## config.mk

```make
export PLATFORM = sky130hd
export DESIGN_NAME = decoupled_channel_fifo_top_flat
export DESIGN_NICKNAME = d
export VERILOG_FILES = /design/src/sv/dcf_pkg.sv /design/src/sv/dcf_in_if.sv /design/src/sv/dcf_res_if.sv /design/src/sv/decoupled_channel_fifo_top.sv /design/src/sv/dcf_core.sv /design/src/flat_wrapper.sv
export SDC_FILE = /design/constraint.sdc
export NUM_CORES = 1
export LEC_CHECK = 0
export BUFFER_PORTS_ARGS = -buffer_cell sky130_fd_sc_hd__buf_2
export CAP_MARGIN = 10
export CORE_MARGIN = 4
export CORE_UTILIZATION = 50
export CTS_CLUSTER_SIZE = 30
export DETAILED_ROUTE_END_ITERATION = 8
export GPL_TIMING_DRIVEN = 0
export PLACE_DENSITY = 0.78
export REMOVE_ABC_BUFFERS = 1
export SLEW_MARGIN = 20
export SYNTH_ARGS = -nofsm -noshare
export SYNTH_HDL_FRONTEND = slang
export SYNTH_SLANG_ARGS = --single-unit
export TNS_END_PERCENT = 30
```

## constraint.sdc

```tcl
create_clock -name clk_i -period 7.85 [get_ports clk_i]
set_input_delay 0 -clock clk_i [delete_from_list [all_inputs] [get_ports clk_i]]
set_output_delay 0 -clock clk_i [all_outputs]
set_load 0.005 [all_outputs]
```

## src/sv/dcf_pkg.sv

```systemverilog
`default_nettype none
package dcf_pkg;

  localparam int unsigned DEPTH     = 16;
  localparam int unsigned DATA_W    = 32;
  localparam int unsigned IDX_W     = $clog2(DEPTH);
  localparam int unsigned CNT_W     = $clog2(DEPTH + 1);
  localparam int unsigned TALLY_W   = 16;
  localparam int unsigned KIND_W    = 2;
  localparam int unsigned LEN_W     = 5;
  localparam int unsigned CFG_IDX_W = 1;
  localparam int unsigned CFG_W     = LEN_W;

  localparam logic [TALLY_W-1:0] TALLY_MAX = {TALLY_W{1'b1}};
  localparam logic [LEN_W-1:0]   LEN_RESET = LEN_W'(DEPTH);

  typedef enum logic [CFG_IDX_W-1:0] {
    REG_CHANNEL_KIND = 1'd0,
    REG_FIFO_LENGTH  = 1'd1
  } reg_idx_e;

  typedef enum logic [1:0] {
    MODE_WRITE         = 2'd0,
    MODE_READ          = 2'd1,
    MODE_CONSUMER_GONE = 2'd2,
    MODE_PRODUCER_GONE = 2'd3
  } mode_e;

  typedef enum logic [3:0] {
    ST_WRITTEN     = 4'd0,
    ST_OVERWROTE   = 4'd1,
    ST_READ        = 4'd2,
    ST_REPEATED    = 4'd3,
    ST_FULL        = 4'd4,
    ST_EMPTY       = 4'd5,
    ST_NO_DEFAULT  = 4'd6,
    ST_PARTNER_GONE = 4'd7,
    ST_MARKED      = 4'd8
  } status_e;

  typedef struct packed {
    logic [1:0]        mode;
    logic [DATA_W-1:0] data;
    logic              no_backup;
  } item_t;

  typedef struct packed {
    logic [3:0]         status;
    logic [DATA_W-1:0]  read_data;
    logic [CNT_W-1:0]   fill_count;
    logic [TALLY_W-1:0] overwrite_run;
  } result_t;

  typedef struct packed {
    logic                 we;
    logic [CFG_IDX_W-1:0] idx;
    logic [CFG_W-1:0]     data;
  } cfg_wr_t;

endpackage
`default_nettype wire

```

## src/sv/dcf_in_if.sv

```systemverilog
`default_nettype none
interface dcf_in_if;
  import dcf_pkg::*;

  logic              valid;
  logic              ready;
  logic [1:0]        mode;
  logic [DATA_W-1:0] data;
  logic              no_backup;

  modport source (output valid, output mode, output data, output no_backup, input ready);
  modport sink   (input valid, input mode, input data, input no_backup, output ready);
endinterface
`default_nettype wire

```

## src/sv/dcf_res_if.sv

```systemverilog
`default_nettype none
interface dcf_res_if;
  import dcf_pkg::*;

  logic               valid;
  logic               ready;
  logic [3:0]         status;
  logic [DATA_W-1:0]  read_data;
  logic [CNT_W-1:0]   fill_count;
  logic [TALLY_W-1:0] overwrite_run;

  modport source (output valid, output status, output read_data, output fill_count,
                  output overwrite_run, input ready);
  modport sink   (input valid, input status, input read_data, input fill_count,
                  input overwrite_run, output ready);
endinterface
`default_nettype wire

```

## src/sv/decoupled_channel_fifo_top.sv

```systemverilog
// channel   dir   signals
// in_i      in    valid ready mode data no_backup
// res_o     out   valid ready status read_data fill_count overwrite_run
// cfg       in    cfg_we_i cfg_idx_i cfg_data_i
//
// one word per cycle sustained while res_o.ready is high; a word is registered in the
// input register, then its result is registered in the result register
// the queue update is one pointer and count step in dcf_core
// reset clears pointers, count, kept copy, tally and marks; slot contents are not cleared
// a stalled result holds the input register; in_i.ready stays high while either stage moves
`default_nettype none
module decoupled_channel_fifo_top
  import dcf_pkg::*;
(
  input  wire logic                 clk_i,
  input  wire logic                 rst_ni,
  dcf_in_if.sink                    in_i,
  dcf_res_if.source                 res_o,
  input  wire logic                 cfg_we_i,
  input  wire logic [CFG_IDX_W-1:0] cfg_idx_i,
  input  wire logic [CFG_W-1:0]     cfg_data_i
);

  logic    in_vld_q;
  item_t   item_q;
  logic    res_vld_q;
  result_t res_q;
  result_t core_res;
  logic    adv;
  cfg_wr_t cfg;

  assign cfg.we   = cfg_we_i;
  assign cfg.idx  = cfg_idx_i;
  assign cfg.data = cfg_data_i;

  assign adv        = in_vld_q && (!res_vld_q || res_o.ready);
  assign in_i.ready = !in_vld_q || adv;

  dcf_core u_core (
    .clk_i  (clk_i),
    .rst_ni (rst_ni),
    .cfg_i  (cfg),
    .fire_i (adv),
    .item_i (item_q),
    .res_o  (core_res)
  );

  always_ff @(posedge clk_i or negedge rst_ni) begin
    if (!rst_ni) begin
      in_vld_q  <= 1'b0;
      res_vld_q <= 1'b0;
    end else begin
      if (in_i.valid && in_i.ready) begin
        in_vld_q <= 1'b1;
      end else if (adv) begin
        in_vld_q <= 1'b0;
      end
      if (adv) begin
        res_vld_q <= 1'b1;
      end else if (res_o.ready) begin
        res_vld_q <= 1'b0;
      end
    end
  end

  always_ff @(posedge clk_i) begin
    if (in_i.valid && in_i.ready) begin
      item_q.mode      <= in_i.mode;
      item_q.data      <= in_i.data;
      item_q.no_backup <= in_i.no_backup;
    end
    if (adv) begin
      res_q <= core_res;
    end
  end

  assign res_o.valid         = res_vld_q;
  assign res_o.status        = res_q.status;
  assign res_o.read_data     = res_q.read_data;
  assign res_o.fill_count    = res_q.fill_count;
  assign res_o.overwrite_run = res_q.overwrite_run;

  assert property (@(posedge clk_i) disable iff (!rst_ni)
    (in_vld_q && res_vld_q && !res_o.ready) |-> !in_i.ready)
    else $error("input taken while both stages are stalled");

  assert property (@(posedge clk_i) disable iff (!rst_ni)
    adv |=> res_vld_q)
    else $error("processed word produced no result");

  assert property (@(posedge clk_i) disable iff (!rst_ni)
    (res_vld_q && !res_o.ready && !adv) |=> $stable(res_q))
    else $error("stalled result changed");

endmodule
`default_nettype wire

```

## src/sv/dcf_core.sv

```systemverilog
`default_nettype none
module dcf_core
  import dcf_pkg::*;
(
  input  wire logic    clk_i,
  input  wire logic    rst_ni,
  input  wire cfg_wr_t cfg_i,
  input  wire logic    fire_i,
  input  wire item_t   item_i,
  output result_t      res_o
);

  logic [DATA_W-1:0]  slots_q [DEPTH];
  logic               slot_nb_q [DEPTH];

  logic [IDX_W-1:0]   rd_idx_q, rd_idx_d;
  logic [IDX_W-1:0]   wr_idx_q, wr_idx_d;
  logic [CNT_W-1:0]   cnt_q, cnt_d;
  logic [DATA_W-1:0]  kept_q, kept_d;
  logic               kept_vld_q, kept_vld_d;
  logic [TALLY_W-1:0] tally_q, tally_d;
  logic               cons_gone_q, cons_gone_d;
  logic               prod_gone_q, prod_gone_d;
  logic [KIND_W-1:0]  kind_q;
  logic [LEN_W-1:0]   flen_q;

  logic [CNT_W-1:0]   len;
  logic               slot_we;
  logic [IDX_W-1:0]   slot_waddr;
  logic [IDX_W-1:0]   ovw_idx;
  logic [IDX_W-1:0]   wr_next;
  logic [IDX_W-1:0]   rd_next;
  logic               len_wr;
  status_e            status;
  logic [DATA_W-1:0]  rdata;

  // effective length, clamped to one..depth
  always_comb begin
    if (flen_q == '0) begin
      len = CNT_W'(1);
    end else if (flen_q > LEN_W'(DEPTH)) begin
      len = CNT_W'(DEPTH);
    end else begin
      len = CNT_W'(flen_q);
    end
  end

  assign wr_next = ((CNT_W'(wr_idx_q) + CNT_W'(1)) >= len) ? '0 : wr_idx_q + IDX_W'(1);
  assign rd_next = ((CNT_W'(rd_idx_q) + CNT_W'(1)) >= len) ? '0 : rd_idx_q + IDX_W'(1);
  assign ovw_idx = (wr_idx_q == '0) ? IDX_W'(len - CNT_W'(1)) : wr_idx_q - IDX_W'(1);
  assign len_wr  = cfg_i.we && (cfg_i.idx == REG_FIFO_LENGTH);

  always_comb begin
    rd_idx_d    = rd_idx_q;
    wr_idx_d    = wr_idx_q;
    cnt_d       = cnt_q;
    kept_d      = kept_q;
    kept_vld_d  = kept_vld_q;
    tally_d     = tally_q;
    cons_gone_d = cons_gone_q;
    prod_gone_d = prod_gone_q;
    slot_we     = 1'b0;
    slot_waddr  = wr_idx_q;
    status      = ST_WRITTEN;
    rdata       = '0;
    unique case (mode_e'(item_i.mode))
      MODE_WRITE: begin
        if (cons_gone_q) begin
          status = ST_PARTNER_GONE;
        end else if (cnt_q < len) begin
          slot_we    = 1'b1;
          slot_waddr = wr_idx_q;
          wr_idx_d   = wr_next;
          cnt_d      = cnt_q + CNT_W'(1);
          tally_d    = '0;
          status     = ST_WRITTEN;
        end else if (kind_q[0]) begin
          slot_we    = 1'b1;
          slot_waddr = ovw_idx;
          if (tally_q != TALLY_MAX) begin
            tally_d = tally_q + TALLY_W'(1);
          end
          status = ST_OVERWROTE;
        end else begin
          status = ST_FULL;
        end
      end
      MODE_READ: begin
        if (cnt_q != '0) begin
          rdata = slots_q[rd_idx_q];
          if (kind_q[1] && (cnt_q == CNT_W'(1)) && !slot_nb_q[rd_idx_q]) begin
            kept_d     = slots_q[rd_idx_q];
            kept_vld_d = 1'b1;
          end
          rd_idx_d = rd_next;
          cnt_d    = cnt_q - CNT_W'(1);
          status   = ST_READ;
        end else if (kind_q[1]) begin
          if (kept_vld_q) begin
            rdata  = kept_q;
            status = ST_REPEATED;
          end else begin
            status = ST_NO_DEFAULT;
          end
        end else begin
          status = prod_gone_q ? ST_PARTNER_GONE : ST_EMPTY;
        end
      end
      MODE_CONSUMER_GONE: begin
        cons_gone_d = 1'b1;
        status      = ST_MARKED;
      end
      MODE_PRODUCER_GONE: begin
        prod_gone_d = 1'b1;
        status      = ST_MARKED;
      end
      default: begin
        status = ST_MARKED;
      end
    endcase
  end

  assign res_o.status        = status;
  assign res_o.read_data     = rdata;
  assign res_o.fill_count    = cnt_d;
  assign res_o.overwrite_run = tally_d;

  always_ff @(posedge clk_i or negedge rst_ni) begin
    if (!rst_ni) begin
      rd_idx_q    <= '0;
      wr_idx_q    <= '0;
      cnt_q       <= '0;
      kept_q      <= '0;
      kept_vld_q  <= 1'b0;
      tally_q     <= '0;
      cons_gone_q <= 1'b0;
      prod_gone_q <= 1'b0;
      kind_q      <= '0;
      flen_q      <= LEN_RESET;
    end else begin
      if (len_wr) begin
        rd_idx_q <= '0;
        wr_idx_q <= '0;
        cnt_q    <= '0;
        flen_q   <= cfg_i.data;
      end else if (fire_i) begin
        rd_idx_q <= rd_idx_d;
        wr_idx_q <= wr_idx_d;
        cnt_q    <= cnt_d;
      end
      if (cfg_i.we && (cfg_i.idx == REG_CHANNEL_KIND)) begin
        kind_q <= cfg_i.data[KIND_W-1:0];
      end
      if (fire_i) begin
        kept_q      <= kept_d;
        kept_vld_q  <= kept_vld_d;
        tally_q     <= tally_d;
        cons_gone_q <= cons_gone_d;
        prod_gone_q <= prod_gone_d;
      end
    end
  end

  always_ff @(posedge clk_i) begin
    if (fire_i && slot_we) begin
      slots_q[slot_waddr]   <= item_i.data;
      slot_nb_q[slot_waddr] <= item_i.no_backup;
    end
  end

  // an empty queue has both pointers on the same slot
  assert property (@(posedge clk_i) disable iff (!rst_ni)
    (cnt_q == '0) |-> (rd_idx_q == wr_idx_q))
    else $error("empty queue with pointers apart");

  assert property (@(posedge clk_i) disable iff (!rst_ni)
    (fire_i && !len_wr && slot_we && (slot_waddr == wr_idx_q) && (cnt_q < len))
    |=> (cnt_q == $past(cnt_q) + CNT_W'(1)) && (tally_q == '0))
    else $error("normal write did not advance count or clear tally");

  assert property (@(posedge clk_i) disable iff (!rst_ni)
    (fire_i && (status == ST_REPEATED)) |-> (kept_vld_q && (cnt_q == '0)))
    else $error("repeat without kept copy");

  assert property (@(posedge clk_i) disable iff (!rst_ni)
    cnt_q <= len)
    else $error("count above queue length");

endmodule
`default_nettype wire

```

## src/flat_wrapper.sv

```systemverilog
// flat-port wrapper written by rule: the top's interface ports become plain ports
module decoupled_channel_fifo_top_flat import dcf_pkg::*;
  (clk_i, rst_ni, cfg_we_i, cfg_idx_i, cfg_data_i, in_i_valid, in_i_mode, in_i_data, in_i_no_backup, in_i_ready, res_o_valid, res_o_status, res_o_read_data, res_o_fill_count, res_o_overwrite_run, res_o_ready);
  dcf_in_if in_i_i ();
  dcf_res_if res_o_i ();
  input  wire logic clk_i;
  input  wire logic rst_ni;
  input  wire logic cfg_we_i;
  input  wire logic [CFG_IDX_W-1:0] cfg_idx_i;
  input  wire logic [CFG_W-1:0] cfg_data_i;
  input wire logic [$bits(in_i_i.valid)-1:0] in_i_valid;
  input wire logic [$bits(in_i_i.mode)-1:0] in_i_mode;
  input wire logic [$bits(in_i_i.data)-1:0] in_i_data;
  input wire logic [$bits(in_i_i.no_backup)-1:0] in_i_no_backup;
  output wire logic [$bits(in_i_i.ready)-1:0] in_i_ready;
  output wire logic [$bits(res_o_i.valid)-1:0] res_o_valid;
  output wire logic [$bits(res_o_i.status)-1:0] res_o_status;
  output wire logic [$bits(res_o_i.read_data)-1:0] res_o_read_data;
  output wire logic [$bits(res_o_i.fill_count)-1:0] res_o_fill_count;
  output wire logic [$bits(res_o_i.overwrite_run)-1:0] res_o_overwrite_run;
  input wire logic [$bits(res_o_i.ready)-1:0] res_o_ready;
  assign in_i_i.valid = in_i_valid;
  assign in_i_i.mode = in_i_mode;
  assign in_i_i.data = in_i_data;
  assign in_i_i.no_backup = in_i_no_backup;
  assign in_i_ready = in_i_i.ready;
  assign res_o_valid = res_o_i.valid;
  assign res_o_status = res_o_i.status;
  assign res_o_read_data = res_o_i.read_data;
  assign res_o_fill_count = res_o_i.fill_count;
  assign res_o_overwrite_run = res_o_i.overwrite_run;
  assign res_o_i.ready = res_o_ready;
  decoupled_channel_fifo_top u_core (.clk_i(clk_i), .rst_ni(rst_ni), .in_i(in_i_i), .res_o(res_o_i), .cfg_we_i(cfg_we_i), .cfg_idx_i(cfg_idx_i), .cfg_data_i(cfg_data_i));
endmodule
```

# == After elaboration in Yosys (flattened, before gate mapping) ==
# Memories as Yosys holds them, arrays and structs flattened.
# Cells that the tools add are included.
# op_classes
reduce_logical,29
n_eq_ne,6
magnitude_cmp,4
bitwise_logic,1
n_addsub,9
mux,50
# op_table
cell,n
two-way mux 32 bit,3
two-way mux 16 bit,5
two-way mux 4 bit,18
two-way mux 5 bit,7
"adder 16 x 1 -> 16 bit, second input constant",1
"!= test 16 bit, second input constant",1
nonzero test 2 bit,7
two-way mux 3 bit,4
one-hot mux 4 bit (3 select lines),1
"adder 4 x 1 -> 5 bit, second input constant",2
>= comparator 5 bit,2
two-way mux 1 bit,10
one-hot mux 5 bit (2 select lines),1
"adder 4 x 1 -> 4 bit, second input constant",2
AND reduction 4 bit,2
"subtractor 4 x 1 -> 4 bit, second input constant",2
logical AND 1 bit,7
"adder 5 x 1 -> 5 bit, second input constant",1
"equality test 5 x 1 -> 1 bit, second input constant",1
"greater-than comparator 5 bit, second input constant",1
zero test 5 bit,1
less-than comparator 5 bit,1
nonzero test 5 bit,1
"subtractor 5 x 1 -> 5 bit, second input constant",1
12 further kinds,17
# word_totals
reg_bits,165
memories,2
in_bits,46
ram_bits,528
out_inout_bits,59
# mem_list
memory,words,width,rd,rd_ports_with_merged_regs,write_ports,line_no,source
u_core.u_core.slots_q,16,32,1,0,1,dcf_core.sv:13,logic [DATA_W-1:0] slots_q [DEPTH];
u_core.u_core.slot_nb_q,16,1,1,0,1,dcf_core.sv:14,logic slot_nb_q [DEPTH];

# == Depth between registers and ports, before layout ==
# logic_depth
ltp_word,10
depth_mapped,11

# == By module ==
# A second synthesis with hierarchy kept.
# hier_totals
hier_cells,1622
hier_area_um2,28004.4
# modules_own_cells
module,seq_area_each_um2,area_each_um2,n_inst,cells_per_inst
dcf_core,17633.2,25137.9,1,1522
decoupled_channel_fifo_top,2812.7,2866.5,1,100

# == Least setup slack after synthesis ==
# No wires, ideal clock.
# synth_path
kind,register to register
from,reg u_core.res_vld_q (netlist: u_core.res_o.valid)
to,"mem u_core.u_core.slot_nb_q[0], enable pin"
slack_ns,2.120
t_arrival_ns,5.266
path_buffers,1
synth_period_minus_slack_ns,5.730
path_stages_with_launch,9
setup_ns,0.464
t_required_ns,7.386
path_cell_list,dfrtp_1 > nand2b_1 > nand2_1 > inv_1 > clkbuf_1 > nand2_1 > nor2_1 > a32oi_1 > nor3_1
# synth_via
elab_chain_len,6
# synth_rtl
item,line_no,source
start: declaration,decoupled_channel_fifo_top.sv:26,logic res_vld_q;
start signal: assignment,decoupled_channel_fifo_top.sv:51,res_vld_q <= 1'b0;
start signal: assignment,decoupled_channel_fifo_top.sv:59,res_vld_q <= 1'b1;
start signal: assignment,decoupled_channel_fifo_top.sv:61,res_vld_q <= 1'b0;
zero test 1 bit,decoupled_channel_fifo_top.sv:36,assign adv = in_vld_q && (!res_vld_q || res_o.ready);
logical OR 1 bit,decoupled_channel_fifo_top.sv:36,
logical AND 1 bit,decoupled_channel_fifo_top.sv:36,
named net u_core.adv,decoupled_channel_fifo_top.sv:29,logic adv;
logical AND 1 bit,dcf_core.sv:165,if (fire_i && slot_we) begin
two-way mux 1 bit,dcf_core.sv:165,
two-way mux 1 bit (not written as such),dcf_core.sv:167,slot_nb_q[slot_waddr] <= item_i.no_backup;
end: declaration,dcf_core.sv:14,
# The timed path passes the listed nets, and every way through them passes these cells.

# == Final worst setup path ==
# layout_path
from,reg u_core.u_core.flen_q[4]
to,"mem u_core.u_core.slots_q[3][22], enable pin"
# layout_via
elab_chain_len,10
word_cells_on_any_way,17
# layout_rtl
item,line_no,source
start: declaration,dcf_core.sv:25,logic [LEN_W-1:0] flen_q;
start signal: assignment,dcf_core.sv:145,flen_q <= cfg_i.data;
greater-than comparator 5 bit,dcf_core.sv:41,end else if (flen_q > LEN_W'(DEPTH)) begin
two-way mux 5 bit,dcf_core.sv:41,
two-way mux 5 bit *,dcf_core.sv:39,if (flen_q == '0) begin
less-than comparator 5 bit,dcf_core.sv:70,end else if (cnt_q < len) begin
two-way mux 1 bit,dcf_core.sv:70,
two-way mux 1 bit,dcf_core.sv:68,if (cons_gone_q) begin
two-way mux 1 bit,dcf_core.sv:66,unique case (mode_e'(item_i.mode))
logical AND 1 bit,dcf_core.sv:165,
two-way mux 1 bit,dcf_core.sv:165,
two-way mux 1 bit (not written as such),dcf_core.sv:166,slots_q[slot_waddr] <= item_i.data;
end: declaration,dcf_core.sv:13,
# Every way passes the cells marked *; elsewhere a longest branch is shown, timed or not.

==> metrics.txt <==
IO Count 105; post-route antenna net violation count 0; XOR/XNOR Fraction of Synth Area 0.00378; max-cap viol count 0; Synth async-reset ratio 0.105; Design Power 8.22 mW; simple-gate share of the synthesized area 0.0392; Synth top area share 0.669; DP Cell Count 2449; GRT Util Overall 0.211; largest net degree at the start of global routing 62; first-pass GRT wire length 95500 um; WP data required 8140 ps; leakage 11.1 nW; adder-cell share of the synthesized area 0.00944; CTS tree built; die area 0.0595 mm2; Post-Syn Area 0.0278 mm2; PortBufs 104; worst skew pair latency 620 ps; Die X 244 um; pwr/cell area 249 mW/mm2; sequential-to-total area share from yosys stat 0.734; DR vias 15839; depth of the CTS H-tree 3; period utilisation layout 0.548; Synth area leader edfxtp_1; Post-synth EDFFs 620; commonest non-fill, non-tap cell in the layout edfxtp_1; Routed WL per cell 24.2 um; total wire length 63400 um; chip height 244 um; slowest stage cell, crit path o21ai_0; maximum VDD drop 0.000190 V; Area Overhead vs Synth 18.8%; number of cells on the critical path 12; TritonRoute pass-1 iters 5; Vias per Instance 6.04; syn_area_per_cell 17.2 um2; root buf cell clkbuf_16; critical path peak fanout 7; RD Place Congestion 0.835; clock skew 41.1 ps; Seq cells post-synth 693; CP delay by family, top compound AO/OA/AOI/OAI gates; Rel. slew slack 0.372; Tightest Pin Transition 942 ps; Mapped Cells 1618; reg-to-reg slack, setup 3550 ps; minimum clock period 4300 ps; critical path class reg -> reg; post-detail-place hpwl 40300 um; CP Cell Sequence inv_1 -> nand2_1 -> ha_1 -> a21oi_1 -> o21ai_0 -> o21ai_1 -> nor3_1 -> o21ai_1 -> nor3_2 -> buf_4 -> buf_4 -> buf_4; Critical Path Sink Type register; # rows 86; Cell Count, Final, Fillers Out 2624; layout cells sized above 1 0.237; initial antenna violation count 0; ant diodes 0; Clock Sinks 693; worst hold path class in -> reg; CP Buf/Inv Count 4; compound-cell area share of the yosys netlist 0.0785; reg2reg path depth 12; startpoint types register; Post-DP Area 0.0303 mm2; ys flop type edfxtp_1; vias in the first global route 15937; # setup viols final 0; Core ar. 0.0551 mm2; largest family of logic cells by synthesized area multiplexers; arrival time at the worst endpoint 4590 ps; hold_buf cts 50; post-CTS setup buffer count 0; Fmax 233 MHz; number of remaining DRC errors 0; DRT iter0 DRCs 1753; cts bufs inserted 69; starting density of the core 0.505; most used cell, CP buf_4; synth warn 0; slowest cell delay on critical path 570 ps; final hold vios 0; Distinct cells, synth 67; RSZ-0062 raised after global routing no; commonest cells after routing, fill and taps aside edfxtp_1 (620), buf_2 (103), mux2i_1 (99), o21ai_0 (91), nand2_1 (73); GRT Residual Overflow 0; status completed; post-cts resize count 0; final layout net count 1889; main area contributors after synthesis edfxtp_1 (67%), dfrtp_1 (6.5%), mux4_2 (5.5%); fin. max-slew vios 0; mux cell area share after synthesis 0.119; Max clock buf depth 3; clock slew at reported path FFs 60 ps; design area 0.0331 mm2; hold depth 2
-- worst register-to-register path, cell delays in order (launching register included) --
cell,delay [ps]
dfstp_2,400
inv_1,170
nand2_1,180
ha_1,350
a21oi_1,60
o21ai_0,570
o21ai_1,340
nor3_1,390
o21ai_1,390
nor3_2,420
buf_4,270
buf_4,230
buf_4,230
-- registers in the layout, indices dropped and copies added, names as in the netlist --
| signal | cells |
|---|---|
| u_core.in_vld_q | 1 |
| u_core.item_q | 35 |
| u_core.res_o.fill_count | 5 |
| u_core.res_o.overwrite_run | 16 |
| u_core.res_o.read_data | 32 |
| u_core.res_o.status | 4 |
| u_core.res_o.valid | 1 |
| u_core.u_core.cnt_q | 5 |
| u_core.u_core.cons_gone_q | 1 |
| u_core.u_core.flen_q | 5 |
| u_core.u_core.kept_q | 32 |
| u_core.u_core.kept_vld_q | 1 |
| u_core.u_core.kind_q | 2 |
| u_core.u_core.prod_gone_q | 1 |
| u_core.u_core.rd_idx_q | 4 |
| u_core.u_core.slot_nb_q | 16 |
| u_core.u_core.slots_q | 512 |
| u_core.u_core.tally_q | 16 |
| u_core.u_core.wr_idx_q | 4 |
-- path summary, 6_finish.rpt --
path                                           start                      endpoint
max in group asynchronous                     rst_ni      u_core.u_core.kept_q[10]
setup reg to reg             u_core.u_core.flen_q[4]  u_core.u_core.slots_q[3][22]
hold / removal                         in_i_data[31]             u_core.item_q[32]
setup / recovery             u_core.u_core.flen_q[4]  u_core.u_core.slots_q[3][22]
min in group asynchronous                     rst_ni      u_core.u_core.tally_q[4]
hold reg to reg            u_core.u_core.prod_gone_q     u_core.u_core.prod_gone_q
-- report_power, final --
group	switching [mW]	leakage, nW	total [mW]	internal [mW]
combinational	0.388	3.46	0.765	0.377
sequential	0.107	6.62	4.23	4.12
clock	1.34	1.07	3.23	1.89
-- cell families (layout without fill, tap and decap cells) --
group | after synthesis | in the layout
buffers and inverters | 104 | 362
AO/OA/AOI/OAI | 330 | 330
multiplexers | 236 | 236
flip-flops | 693 | 693
XOR/XNOR | 12 | 12
adder cells (fa/ha/maj) | 21 | 21
AND/OR/NAND/NOR | 222 | 222
-- routing by layer --
metal  global-route usage  up-vias  share of wire
met5                    0        -              0
met4               0.0851        0          0.034
met3               0.0344      166          0.070
met2                0.349      720           0.49
met1                0.283     8052           0.40
li1                     -     6901              -
-- cells in the mapped netlist, drive strengths merged, types with 3 or more instances --
master	count
edfxtp	620
mux2i	99
o21ai	96
a21oi	76
nand2	74
dfrtp	72
mux2	69
mux4	68
clkbuf	58
nor2	48
a22o	33
a221oi	32
a22oi	32
buf	31
nor3	24
ha	21
inv	15
nand2b	15
nand4	11
a21o	8
nand3	8
a211oi	7
and3	6
nor2b	6
o21a	6
o31ai	6
xnor2	6
xor2	6
a31oi	5
and2	5
and4	5
nor3b	5
a31o	4
or2	4
a41oi	3
nand3b	3
nor4	3
o22ai	3
-- layout make-up --
type	instances	area, um2
Clock buffer	98	1940
Clock inverter	27	290
Fill cell	3888	22000
Inverter	15	58.8
Multi-Input combinational cell	821	7100
Sequential cell	693	20500
Tap cell	748	936
Timing Repair Buffer	222	2280
-- stage by stage --
step | TNS, ps | hold WS (ps) | util | setup slack, ps
5_1_grt | 0 | 91.1 | 0.600 | 3300
3_3_place_gp | -363170 | 176 | 0.525 | -4510
6_report | 0 | 96.6 | 0.600 | 3550
3_5_place_dp | 0 | -149 | 0.551 | 3510
2_1_floorplan | -36750 | -296 | - | -1090
4_1_cts | 0 | 65.6 | 0.600 | 3460
No activity file was read; power rests on OpenSTA's default activity.
